`config.mk`:
```
export PLATFORM = sky130hd
export DESIGN_NAME = obis_value_extractor_core
export DESIGN_NICKNAME = d
export VERILOG_FILES = /design/src/rtl/ove_pkg.sv /design/src/rtl/ove_byte_window.sv /design/src/rtl/ove_entry_cell.sv /design/src/rtl/obis_value_extractor_core.sv
export VERILOG_INCLUDE_DIRS = /design/src /design/src/rtl
export SDC_FILE = /design/constraint.sdc
export NUM_CORES = 2
export LEC_CHECK = 0
export ABC_CLOCK_PERIOD_IN_PS = 3100
export BUFFER_PORTS_ARGS = -buffer_cell sky130_fd_sc_hd__buf_2
export CORE_ASPECT_RATIO = 1.75
export CORE_MARGIN = 2
export CORE_UTILIZATION = 49
export DETAILED_ROUTE_END_ITERATION = 12
export PLACE_DENSITY = 0.68
export SYNTH_ARGS = -nofsm -noshare
export SYNTH_HDL_FRONTEND = slang
export SYNTH_SLANG_ARGS = --single-unit
```
`constraint.sdc`:
```
create_clock -name clk -period 3.1 [get_ports clk]
set_input_delay 0.62 -clock clk [delete_from_list [all_inputs] [get_ports clk]]
set_output_delay 0.62 -clock clk [all_outputs]
set_load 0.01 [all_outputs]
```
`src/rtl/obis_value_extractor_core_assert.svh`:
```
// ---------------------------------------------------------------------------
// obis_value_extractor_core assertion macros
// Clocked assertion helpers shared by the RTL; compiled out with ASSERT_OFF.
// ---------------------------------------------------------------------------
`ifndef OBIS_VALUE_EXTRACTOR_CORE_ASSERT_SVH
`define OBIS_VALUE_EXTRACTOR_CORE_ASSERT_SVH

`ifndef ASSERT_OFF

// same-cycle implication, checked out of reset
`define OVE_ASSERT_IMPL(lbl, ante, cons, msg) \
	lbl: assert property (@(posedge clk) disable iff (!arst_n) (ante) |-> (cons)) \
		else $error(msg);

// next-cycle implication, checked out of reset
`define OVE_ASSERT_NEXT(lbl, ante, cons, msg) \
	lbl: assert property (@(posedge clk) disable iff (!arst_n) (ante) |=> (cons)) \
		else $error(msg);

`else

`define OVE_ASSERT_IMPL(lbl, ante, cons, msg)
`define OVE_ASSERT_NEXT(lbl, ante, cons, msg)

`endif

`endif

```
`src/rtl/ove_pkg.sv`:
```
// ---------------------------------------------------------------------------
// ove_pkg
// Types, constants and code tables of the OBIS value extractor.
// ---------------------------------------------------------------------------
package ove_pkg;

	localparam int ENTRY_COUNT = 11;
	localparam int WIN_LEN     = 12;
	localparam int IDX_W       = 4;
	localparam int VAL_W       = 31;
	localparam int DIV_W       = 10;

	localparam logic [7:0] TAG_OCTSTR = 8'h09;
	localparam logic [7:0] OCT_LEN    = 8'h06;
	localparam logic [7:0] TAG_U32    = 8'h06;
	localparam logic [7:0] TAG_U16    = 8'h12;

	// element 11 is the newest byte
	typedef logic [WIN_LEN-1:0][7:0] win_t;
	// element 0 is the first code byte
	typedef logic [5:0][7:0] obis_code_t;

	// header flags shared by every entry cell
	typedef struct packed {
		logic u32_hdr;   // 09 06 at the window head, 06 tag before the last three bytes
		logic u16_hdr;   // 09 06 two bytes in, 12 tag before the last byte
	} hdr_t;

	function automatic obis_code_t mk_code(input logic [7:0] c, input logic [7:0] d);
		obis_code_t r;
		r[0] = 8'd1;
		r[1] = 8'd0;
		r[2] = c;
		r[3] = d;
		r[4] = 8'd0;
		r[5] = 8'd255;
		return r;
	endfunction

	function automatic obis_code_t obis_code(input logic [IDX_W-1:0] idx);
		obis_code_t r;
		case (idx)
			4'd0:    r = mk_code(8'd1, 8'd8);
			4'd1:    r = mk_code(8'd2, 8'd8);
			4'd2:    r = mk_code(8'd1, 8'd7);
			4'd3:    r = mk_code(8'd2, 8'd7);
			4'd4:    r = mk_code(8'd32, 8'd7);
			4'd5:    r = mk_code(8'd52, 8'd7);
			4'd6:    r = mk_code(8'd72, 8'd7);
			4'd7:    r = mk_code(8'd31, 8'd7);
			4'd8:    r = mk_code(8'd51, 8'd7);
			4'd9:    r = mk_code(8'd71, 8'd7);
			4'd10:   r = mk_code(8'd13, 8'd7);
			default: r = '0;
		endcase
		return r;
	endfunction

	function automatic logic [DIV_W-1:0] obis_divisor(input logic [IDX_W-1:0] idx);
		logic [DIV_W-1:0] r;
		case (idx)
			4'd0, 4'd1, 4'd2, 4'd3: r = 10'd1;
			4'd4, 4'd5, 4'd6:       r = 10'd10;
			4'd7, 4'd8, 4'd9:       r = 10'd100;
			4'd10:                  r = 10'd1000;
			default:                r = 10'd1;
		endcase
		return r;
	endfunction

endpackage

```
`src/rtl/ove_byte_window.sv`:
```
// ---------------------------------------------------------------------------
// ove_byte_window
// Twelve-byte shift line of preceding payload bytes plus shared header flags.
// ---------------------------------------------------------------------------
module ove_byte_window (
	input  logic          clk,
	input  logic          arst_n,
	input  logic          step,
	input  logic          last,
	input  logic [7:0]    cur,
	output ove_pkg::win_t win,
	output ove_pkg::hdr_t hdr
);
	import ove_pkg::*;

	win_t win_q;

	always_ff @(posedge clk or negedge arst_n) begin
		if (!arst_n) begin
			win_q <= '0;
		end else if (step) begin
			if (last) begin
				win_q <= '0;
			end else begin
				win_q <= {cur, win_q[WIN_LEN-1:1]};
			end
		end
	end

	assign win         = win_q;
	assign hdr.u32_hdr = (win_q[0] == TAG_OCTSTR) && (win_q[1] == OCT_LEN) &&
	                     (win_q[8] == TAG_U32);
	assign hdr.u16_hdr = (win_q[2] == TAG_OCTSTR) && (win_q[3] == OCT_LEN) &&
	                     (win_q[10] == TAG_U16);

endmodule

```
`src/rtl/ove_entry_cell.sv`:
```
// ---------------------------------------------------------------------------
// ove_entry_cell
// Match state of one OBIS entry and its slot in the result shift chain.
// ---------------------------------------------------------------------------
module ove_entry_cell (
	input  logic                       clk,
	input  logic                       arst_n,
	input  ove_pkg::obis_code_t        code,
	input  ove_pkg::win_t              win,
	input  ove_pkg::hdr_t              hdr,
	input  logic [7:0]                 cur,
	input  logic                       step,
	input  logic                       last,
	input  logic                       shift,
	input  logic                       nb_found,
	input  logic [ove_pkg::VAL_W-1:0]  nb_value,
	output logic                       snap_found,
	output logic [ove_pkg::VAL_W-1:0]  snap_value
);
	import ove_pkg::*;

	logic             done_q, valid_q;
	logic [VAL_W-1:0] value_q;
	logic             snap_found_q;
	logic [VAL_W-1:0] snap_value_q;

	logic             hit32, hit16;
	logic             done_d, valid_d;
	logic [VAL_W-1:0] value_d;
	logic [31:0]      v32;

	assign hit32 = hdr.u32_hdr && (win[7:2] == code);
	assign hit16 = hdr.u16_hdr && (win[9:4] == code);
	assign v32   = {win[9], win[10], win[11], cur};

	always_comb begin
		done_d  = done_q;
		valid_d = valid_q;
		value_d = value_q;
		if (!done_q) begin
			if (hit32) begin
				done_d = 1'b1;
				// top bit set: entry closed, value not usable
				if (!v32[31]) begin
					valid_d = 1'b1;
					value_d = v32[VAL_W-1:0];
				end
			end else if (hit16) begin
				done_d  = 1'b1;
				valid_d = 1'b1;
				value_d = {{(VAL_W-16){1'b0}}, win[11], cur};
			end
		end
	end

	always_ff @(posedge clk or negedge arst_n) begin
		if (!arst_n) begin
			done_q  <= 1'b0;
			valid_q <= 1'b0;
			value_q <= '0;
		end else if (step) begin
			if (last) begin
				done_q  <= 1'b0;
				valid_q <= 1'b0;
				value_q <= '0;
			end else begin
				done_q  <= done_d;
				valid_q <= valid_d;
				value_q <= value_d;
			end
		end
	end

	// result slot: loaded at frame end, shifts toward the output on each pop
	always_ff @(posedge clk or negedge arst_n) begin
		if (!arst_n) begin
			snap_found_q <= 1'b0;
			snap_value_q <= '0;
		end else if (step && last) begin
			snap_found_q <= valid_d;
			snap_value_q <= value_d;
		end else if (shift) begin
			snap_found_q <= nb_found;
			snap_value_q <= nb_value;
		end
	end

	assign snap_found = snap_found_q;
	assign snap_value = snap_value_q;

endmodule

```
`src/rtl/obis_value_extractor_core.sv`:
```
// ---------------------------------------------------------------------------
// obis_value_extractor_core
// Streaming OBIS value extractor over a decrypted meter payload.
// ---------------------------------------------------------------------------
// Takes one payload byte per cycle. A twelve-byte shift window feeds a row of
// eleven entry cells, one per OBIS code; each cell compares the window with
// its code every cycle and latches the first uint32 (tag 06) or uint16 (tag
// 12) value that follows "09 06 <code>". A uint32 with its top bit set closes
// the entry as not found. On the request flagged last_byte every cell copies
// its outcome into its result slot and clears; the slots form a shift chain
// that delivers eleven results, entry 0 first, one per cycle while out_ready
// is high, last_result marking entry 10. Bytes of the next frame are taken
// while the chain drains; only a further last_byte request waits until the
// previous frame's eleventh result has left. Throughput: one byte per cycle
// except for such a last_byte request, which is taken only once the chain
// has gone idle, so a frame shorter than the drain stalls on its last byte,
// and every out_ready low cycle during the drain delays it further.
// ---------------------------------------------------------------------------
module obis_value_extractor_core (
	input  logic                              clk,
	input  logic                              arst_n,
	// byte requests
	input  logic                              in_valid,
	output logic                              in_ready,
	input  logic [7:0]                        data_byte,
	input  logic                              last_byte,
	// result requests
	output logic                              out_valid,
	input  logic                              out_ready,
	output logic [ove_pkg::IDX_W-1:0]         entry_index,
	output logic                              found,
	output logic [ove_pkg::VAL_W-1:0]         raw_value,
	output logic [ove_pkg::DIV_W-1:0]         divisor,
	output logic                              last_result
);
	import ove_pkg::*;

	`include "obis_value_extractor_core_assert.svh"

	logic in_fire, out_fire, is_last;
	logic busy_q;
	logic [IDX_W-1:0] idx_q;

	win_t win;
	hdr_t hdr;

	// chain taps; the slot past the final cell shifts in zeros
	logic             chain_found [ENTRY_COUNT+1];
	logic [VAL_W-1:0] chain_value [ENTRY_COUNT+1];

	assign in_ready = !busy_q || !last_byte;
	assign in_fire  = in_valid && in_ready;
	assign out_fire = out_valid && out_ready;
	assign is_last  = (idx_q == IDX_W'(ENTRY_COUNT - 1));

	ove_byte_window u_window (
		.clk    (clk),
		.arst_n (arst_n),
		.step   (in_fire),
		.last   (last_byte),
		.cur    (data_byte),
		.win    (win),
		.hdr    (hdr)
	);

	assign chain_found[ENTRY_COUNT] = 1'b0;
	assign chain_value[ENTRY_COUNT] = '0;

	for (genvar i = 0; i < ENTRY_COUNT; i++) begin : g_cell
		ove_entry_cell u_cell (
			.clk        (clk),
			.arst_n     (arst_n),
			.code       (obis_code(IDX_W'(i))),
			.win        (win),
			.hdr        (hdr),
			.cur        (data_byte),
			.step       (in_fire),
			.last       (last_byte),
			.shift      (out_fire),
			.nb_found   (chain_found[i+1]),
			.nb_value   (chain_value[i+1]),
			.snap_found (chain_found[i]),
			.snap_value (chain_value[i])
		);
	end

	// drain sequencing: index of the result at the chain head
	always_ff @(posedge clk or negedge arst_n) begin
		if (!arst_n) begin
			busy_q <= 1'b0;
			idx_q  <= '0;
		end else if (in_fire && last_byte) begin
			busy_q <= 1'b1;
			idx_q  <= '0;
		end else if (out_fire) begin
			if (is_last) begin
				busy_q <= 1'b0;
				idx_q  <= '0;
			end else begin
				idx_q <= idx_q + 1'b1;
			end
		end
	end

	assign out_valid   = busy_q;
	assign entry_index = idx_q;
	assign found       = chain_found[0];
	assign raw_value   = chain_value[0];
	assign divisor     = obis_divisor(idx_q);
	assign last_result = is_last;

	`OVE_ASSERT_IMPL(a_idx_range, busy_q, idx_q < IDX_W'(ENTRY_COUNT), "result index out of range")
	`OVE_ASSERT_NEXT(a_frame_load, in_fire && last_byte, busy_q && idx_q == '0, "frame end did not start drain")
	`OVE_ASSERT_NEXT(a_drain_end, out_fire && is_last, !busy_q, "drain did not stop after final result")
	`OVE_ASSERT_IMPL(a_no_value, busy_q && !found, raw_value == '0, "value without found flag")

endmodule
```
### Word-level counts from Yosys, hierarchy flattened

Memories as Yosys holds them, arrays and structs flattened.
Index checks and enable logic that the tools add are counted.

* $add $sub $neg: 1
* multiply operators: 0
* div/mod/pow operators: 0
* order comparisons: 0
* eq/ne operators: 29
* shifts and indexed selects: 0
* muxes and demuxes: 205
* bitwise logic cells: 0
* reduce and logical (&&, ||, !) cells: 35

Operators with widths (number)
* 31-bit two-way mux: 77
* 48-bit equality test, second input constant: 22
* 1-bit two-way mux: 124
* 96-bit two-way mux: 1
* 1-bit logical AND: 29
* 8-bit by 3-bit equality test with 1-bit output, second input constant: 3
* 8-bit by 4-bit equality test with 1-bit output, second input constant: 2
* 4-bit two-way mux: 3
* 8-bit by 5-bit equality test with 1-bit output, second input constant: 1
* 4-bit by 1-bit adder with 4-bit output, second input constant: 1
* 4-bit equality test, second input constant: 1
* 2-bit nonzero test: 2
* 1-bit logical NOT: 2
* 2-bit AND reduction: 1
* 1-bit logical OR: 1

* register bits after elaboration: 816
* bits in latches: 0
* RAM bits: 0
* ROM bits: 144
* input bits: 13
* output and inout port bits: 49
* logic and storage cells: 340
* memories kept: 1

Memory list
* (no name shown): depth 16, width 9, read ports 1, clocked after memory_dff 0, wr ports 0, line ove_pkg.sv:61 `case (idx)`

### Depth between registers and ports, before layout

* word-level depth: 8
* mapped depth: 11
* depth with buffers taken out: 7

### Hierarchy

Synthesis repeated with hierarchy kept, for this count alone.

* cell total of the unflattened synthesis: 6483
* area, all modules: 57312.5 µm²

Modules (own cells, without submodules)
* ove_entry_cell: instances 11, cells each 545, area an instance 4784.6 µm², seq. area each 1626.6 µm²
* ove_byte_window: instances 1, cells each 434, area an instance 4232.8 µm², seq. area each 2402.3 µm²
* obis_value_extractor_core: instances 1, cells each 54, area an instance 449.2 µm², seq. area each 125.1 µm²

### Worst setup path before layout

Ideal clock, no wire load.

* path kind: register to register
* start point: register u_window.win_q, in the netlist u_window.win[35]
* end point: register g_cell[8].u_cell.value_q[20]
* setup time: 0.121 ns
* data arrival time: 2.655 ns
* data required time: 2.979 ns
* slack: 0.324 ns
* stages on the path, launching flop included: 9
* buffers on the path: 1
* clock period less this slack: 2.776 ns
* path through: dfrtp_1 -> nor4_4 -> nand2_2 -> nor4_4 -> nand4_2 -> o31ai_4 -> o21ai_2 -> buf_2 -> a22o_1

* longest elaborated chain between the ends: 6
* elaborated cells between the ends (all ways): 8
* those cells by class: eq/ne (2); mux (4); reduce/logical (2)

RTL lines
* from (decl): line ove_byte_window.sv:16 `win_t win_q;`
* from (signal assigned): line ove_byte_window.sv:25 `win_q <= {cur, win_q[WIN_LEN-1:1]};`
* 48-bit equality test: line ove_entry_cell.sv:33 `assign hit16 = hdr.u16_hdr && (win[9:4] == code);`
* 1-bit logical AND: line ove_entry_cell.sv:33
* 31-bit two-way mux: line ove_entry_cell.sv:48 `end else if (hit16) begin`
* 31-bit two-way mux *: line ove_entry_cell.sv:41 `if (hit32) begin`
* 31-bit two-way mux *: line ove_entry_cell.sv:40 `if (!done_q) begin`
* 31-bit two-way mux *: line ove_entry_cell.sv:62 `if (last) begin`
* to (signal assigned): line ove_entry_cell.sv:69 `value_q <= value_d;`
* to (decl): line ove_entry_cell.sv:23 `logic [VAL_W-1:0] value_q;`

Mark *: on every way between the ends. The rest lies on a longest branch, timed or not.
A chain may end at the register's enable or synchronous reset.

### Worst setup path in the final report

* start point: register u_window.win_q, in the netlist u_window.win[85]
* end point: register g_cell[10].u_cell.snap_value_q[20]

* longest elaborated chain between the ends: 7

RTL lines
* 8-bit by 5-bit equality test with 1-bit output: line ove_byte_window.sv:34 `(win_q[10] == TAG_U16);`
* 1-bit logical AND: line ove_byte_window.sv:33 `assign hdr.u16_hdr = (win_q[2] == TAG_OCTSTR) && (win_q[3] == OCT_LEN) &&`
* 1-bit logical AND: line ove_entry_cell.sv:33
* 31-bit two-way mux: line ove_entry_cell.sv:48
* 31-bit two-way mux: line ove_entry_cell.sv:41
* 31-bit two-way mux: line ove_entry_cell.sv:40
* 31-bit two-way mux: line ove_entry_cell.sv:79 `end else if (step && last) begin`
* to (signal assigned): line ove_entry_cell.sv:81 `snap_value_q <= value_d;`
* to (signal assigned): line ove_entry_cell.sv:84 `snap_value_q <= nb_value;`
* to (decl): line ove_entry_cell.sv:25 `logic [VAL_W-1:0] snap_value_q;`

No other way between the ends.

==> impl_metrics.tcl <==
set metrics [dict create \
    status "finished, final reports clean" \
    synth.avg_cell_area_um2 9.66 \
    r2r_setup_slack_ps 10 \
    max_freq_mhz 324 \
    syn_nets 4063 \
    p_comb_share_pct 25.8 \
    top_usage_layer "met2" \
    hold_class "in -> reg" \
    period_share_pct 99.7 \
    pwr-share-seq_pct 44.4 \
    wire_per_inst_um 25.7 \
    slew_viol_final 0 \
    cts_inserted_buffers 77 \
    clkTransAtPathRegs_ps 60 \
    start_util_pct 49.3 \
    use_met2_pct 54.6 \
    synth_top_cell_area_share_pct 52.2 \
    dp_hpwl_um 86200 \
    num_rows 137 \
    cts.sinks 816 \
    drtPass1Iterations 6 \
    grt_pass1_wl_um 201000 \
    drive_above_1_share_pct 12.4 \
    cp.arrival_ps 3650 \
    grt_max_degree 188 \
    cellPowerDensity_mw_per_mm2 776 \
    crit-reg2reg-capture "g_cell[10].u_cell.snap_value[20]" \
    clock_path_buffers 3 \
    insertion_delay_ps 680 \
    rsz0062_at_grt "yes" \
    finalHoldViolations 0 \
    synth_area_mm2 0.0391 \
    syn2layout_area_growth_pct 14.4 \
    io_pins 62 \
    yosys_warnings 0 \
    cts_tree "done" \
    coreArea_mm2 0.0794 \
    grt.overflow.total 0 \
    min_path_cells 4 \
    ys_types 71 \
    clockRootBuffer "clkbuf_16" \
    die_h_um 378 \
    ys.flop_type "dfrtp_1" \
    start_kind "flip-flop" \
    slew_headroom_pct 26.0 \
    grt_usage_pct 32.1 \
    holdWs_ps 277 \
    antenna_found_initial 3 \
    cp-endpoint "g_cell[10].u_cell.snap_value[20]" \
    endpoint_kind "flip-flop" \
    diodes 0 \
    cts-htree-levels 3 \
    layout_common_cells "940 x nand2_1, 816 x dfrtp_1, 195 x a21oi_1, 187 x buf_4, 183 x a22o_1" \
    dr.first_iter.drc_count 3347 \
    total_power_w 0.0347 \
    tightest_slew_ps 1110 \
    timing.rr.start "u_window.win[85]" \
    grt_use_met1_pct 37.3 \
    ys_seq_area_share_pct 52.2 \
    clock_power_share_pct 29.8 \
    gp_congestion 0.984 \
    viasPerCell 6.40 \
    critPathLaunch "u_window.win[85]" \
    synthCells 4046 \
    rr_worst_depth 13 \
    min_period_ps 3090 \
    p_leak_nw 20.2 \
    cp_data_required_time_ps 3660 \
    finClkSkew_ps 40.1 \
    switchingPower_w 0.0118 \
    cp_max_fo 15 \
    vdd_drop_max_v 0.000564 \
    internal_power_w 0.0229 \
    drv_cap 0 \
    io_buffers 60 \
    crit_type "reg -> reg" \
    async_reset_ff_share_pct 100 \
    switching_share_pct 34.0 \
    setup_viol 0 \
    final_cell_area_mm2 0.0447 \
    drc_errors 0 \
    grt_pass1_vias 32514 \
    grt_use_met3_pct 3.91 \
    fp.dieW_um 218 \
    drt-total-wl_um 132000 \
    ys_ff_latch 816 \
    synth_area_leaders "dfrtp_1 52%, nand2_1 9.1%, mux2i_1 4.5%" \
    placed_area_mm2 0.0417 \
    ant_nets 0 \
    dieArea_mm2 0.0822 \
    layout.nets 4050 \
    synth_edf_count 0 \
    layout_commonest_cell "nand2_1" \
    synth_largest_area_cell "dfrtp_1" \
    vias 32855 \
]
[registers in the layout, summed over array words and instances, names as in the netlist]
signal,count
g_cell.u_cell.snap_value,341
g_cell.u_cell.value_q,341
u_window.win,96
g_cell.u_cell.done_q,11
g_cell.u_cell.snap_found,11
g_cell.u_cell.valid_q,11
entry_index,4
out_valid,1
[synthesized netlist by cell type, types with 20 or more instances]
master,count
and3_1,154
a21oi_1,198
nor2_1,60
o22a_1,21
nand2b_1,21
nor4_1,20
a221o_1,100
mux2i_1,175
o221ai_1,116
buf_2,21
a22o_1,183
buf_4,39
clkbuf_1,340
dfrtp_1,816
o21ai_0,155
nand3b_1,97
a31oi_1,43
nor2b_1,21
o21ai_1,89
a22oi_1,89
nand2_1,945
nand3_1,76
o211ai_1,42
[worst min-delay path by stage]
| stage | end | slack, ps | from |
|---|---|---|---|
| 4_1_cts | out_valid | 240 | out_ready |
| 6_report | out_valid | 280 | out_ready |
| 2_1_floorplan | entry_index[0] | 320 | arst_n |
| 3_3_place_gp | g_cell[10].u_cell.snap_value[16] | 460 | g_cell[10].u_cell.value_q[16] |
| 3_5_place_dp | g_cell[10].u_cell.snap_value[27] | 460 | g_cell[10].u_cell.value_q[27] |
| 5_1_grt | out_valid | 270 | out_ready |
[final cells by class]
type,count,area (um^2)
fill,6855,34700
sequential,816,20400
multi-input combinational,2805,17100
timing repair buffer,318,3090
clock buffer,102,2150
tap,1042,1300
clock inverter,36,563
inverter,15,56.3
[through the flow]
step,TNS (ps),setup WS (ps),std cells,utilization (%)
finish,0,9.81,5134,56.3
global route,-250,-35.8,5134,56.3
floorplan,0,324,4046,-
global placement,-8030,-195,4976,52.5
detailed placement,-8580,-221,4976,52.5
CTS,0,0.629,5117,56.0
[worst max-delay path, stage by stage, from the launching register on]
cell and delay, ps:
dfrtp_1 390, nor4b_2 290, buf_4 170, nand4_1 150
buf_6 190, nor4_4 340, buf_4 180, nand4_1 270
buf_4 270, a21oi_2 160, buf_4 140, nor2_1 30
buf_4 210, a21o_1 200
[what timing repair did]
action | CTS | global route
endpoints found under the hold margin | 32 | 0
gates cloned | 0 | 2
buffers inserted | 2 | 15
pin swaps | 1 | 11
hold buffers | 1 | 0
resized for setup | 5 | 29
setup endpoints to repair | 162 | 193
[metal layers]
layer  vias up  routed length, um
li1      14597                  -
met1     16541              48100
met2      1293              66400
met3       422               7040
met4         2              10400
met5         -                 13
[cell families (layout without fill, tap and decap cells)]
| group | count (synthesis) | in the layout | share of synthesized area [%] |
|---|---|---|---|
| DFF | 816 | 816 | 52.2 |
| AOI/OAI and AO/OA | 1109 | 1109 | 20.2 |
| and+or+nand+nor | 1516 | 1516 | 18.4 |
| other | 1 | 1 | 0.00959 |
| adders and majority gates | 4 | 4 | 0.128 |
| buffers and inverters | 425 | 471 | 4.54 |
| muxes | 175 | 175 | 4.48 |
[power by group through the flow]
stage / combinational [W] / sequential [W] / clock [W]
floorplan: 0.00620 / 0.0146 / 0
global placement: 0.00869 / 0.0155 / 0
detailed placement: 0.00886 / 0.0155 / 0
CTS: 0.00890 / 0.0154 / 0.0105
global route: 0.00984 / 0.0156 / 0.0108
finish: 0.00895 / 0.0154 / 0.0103
No activity file was read; power rests on OpenSTA's default activity.
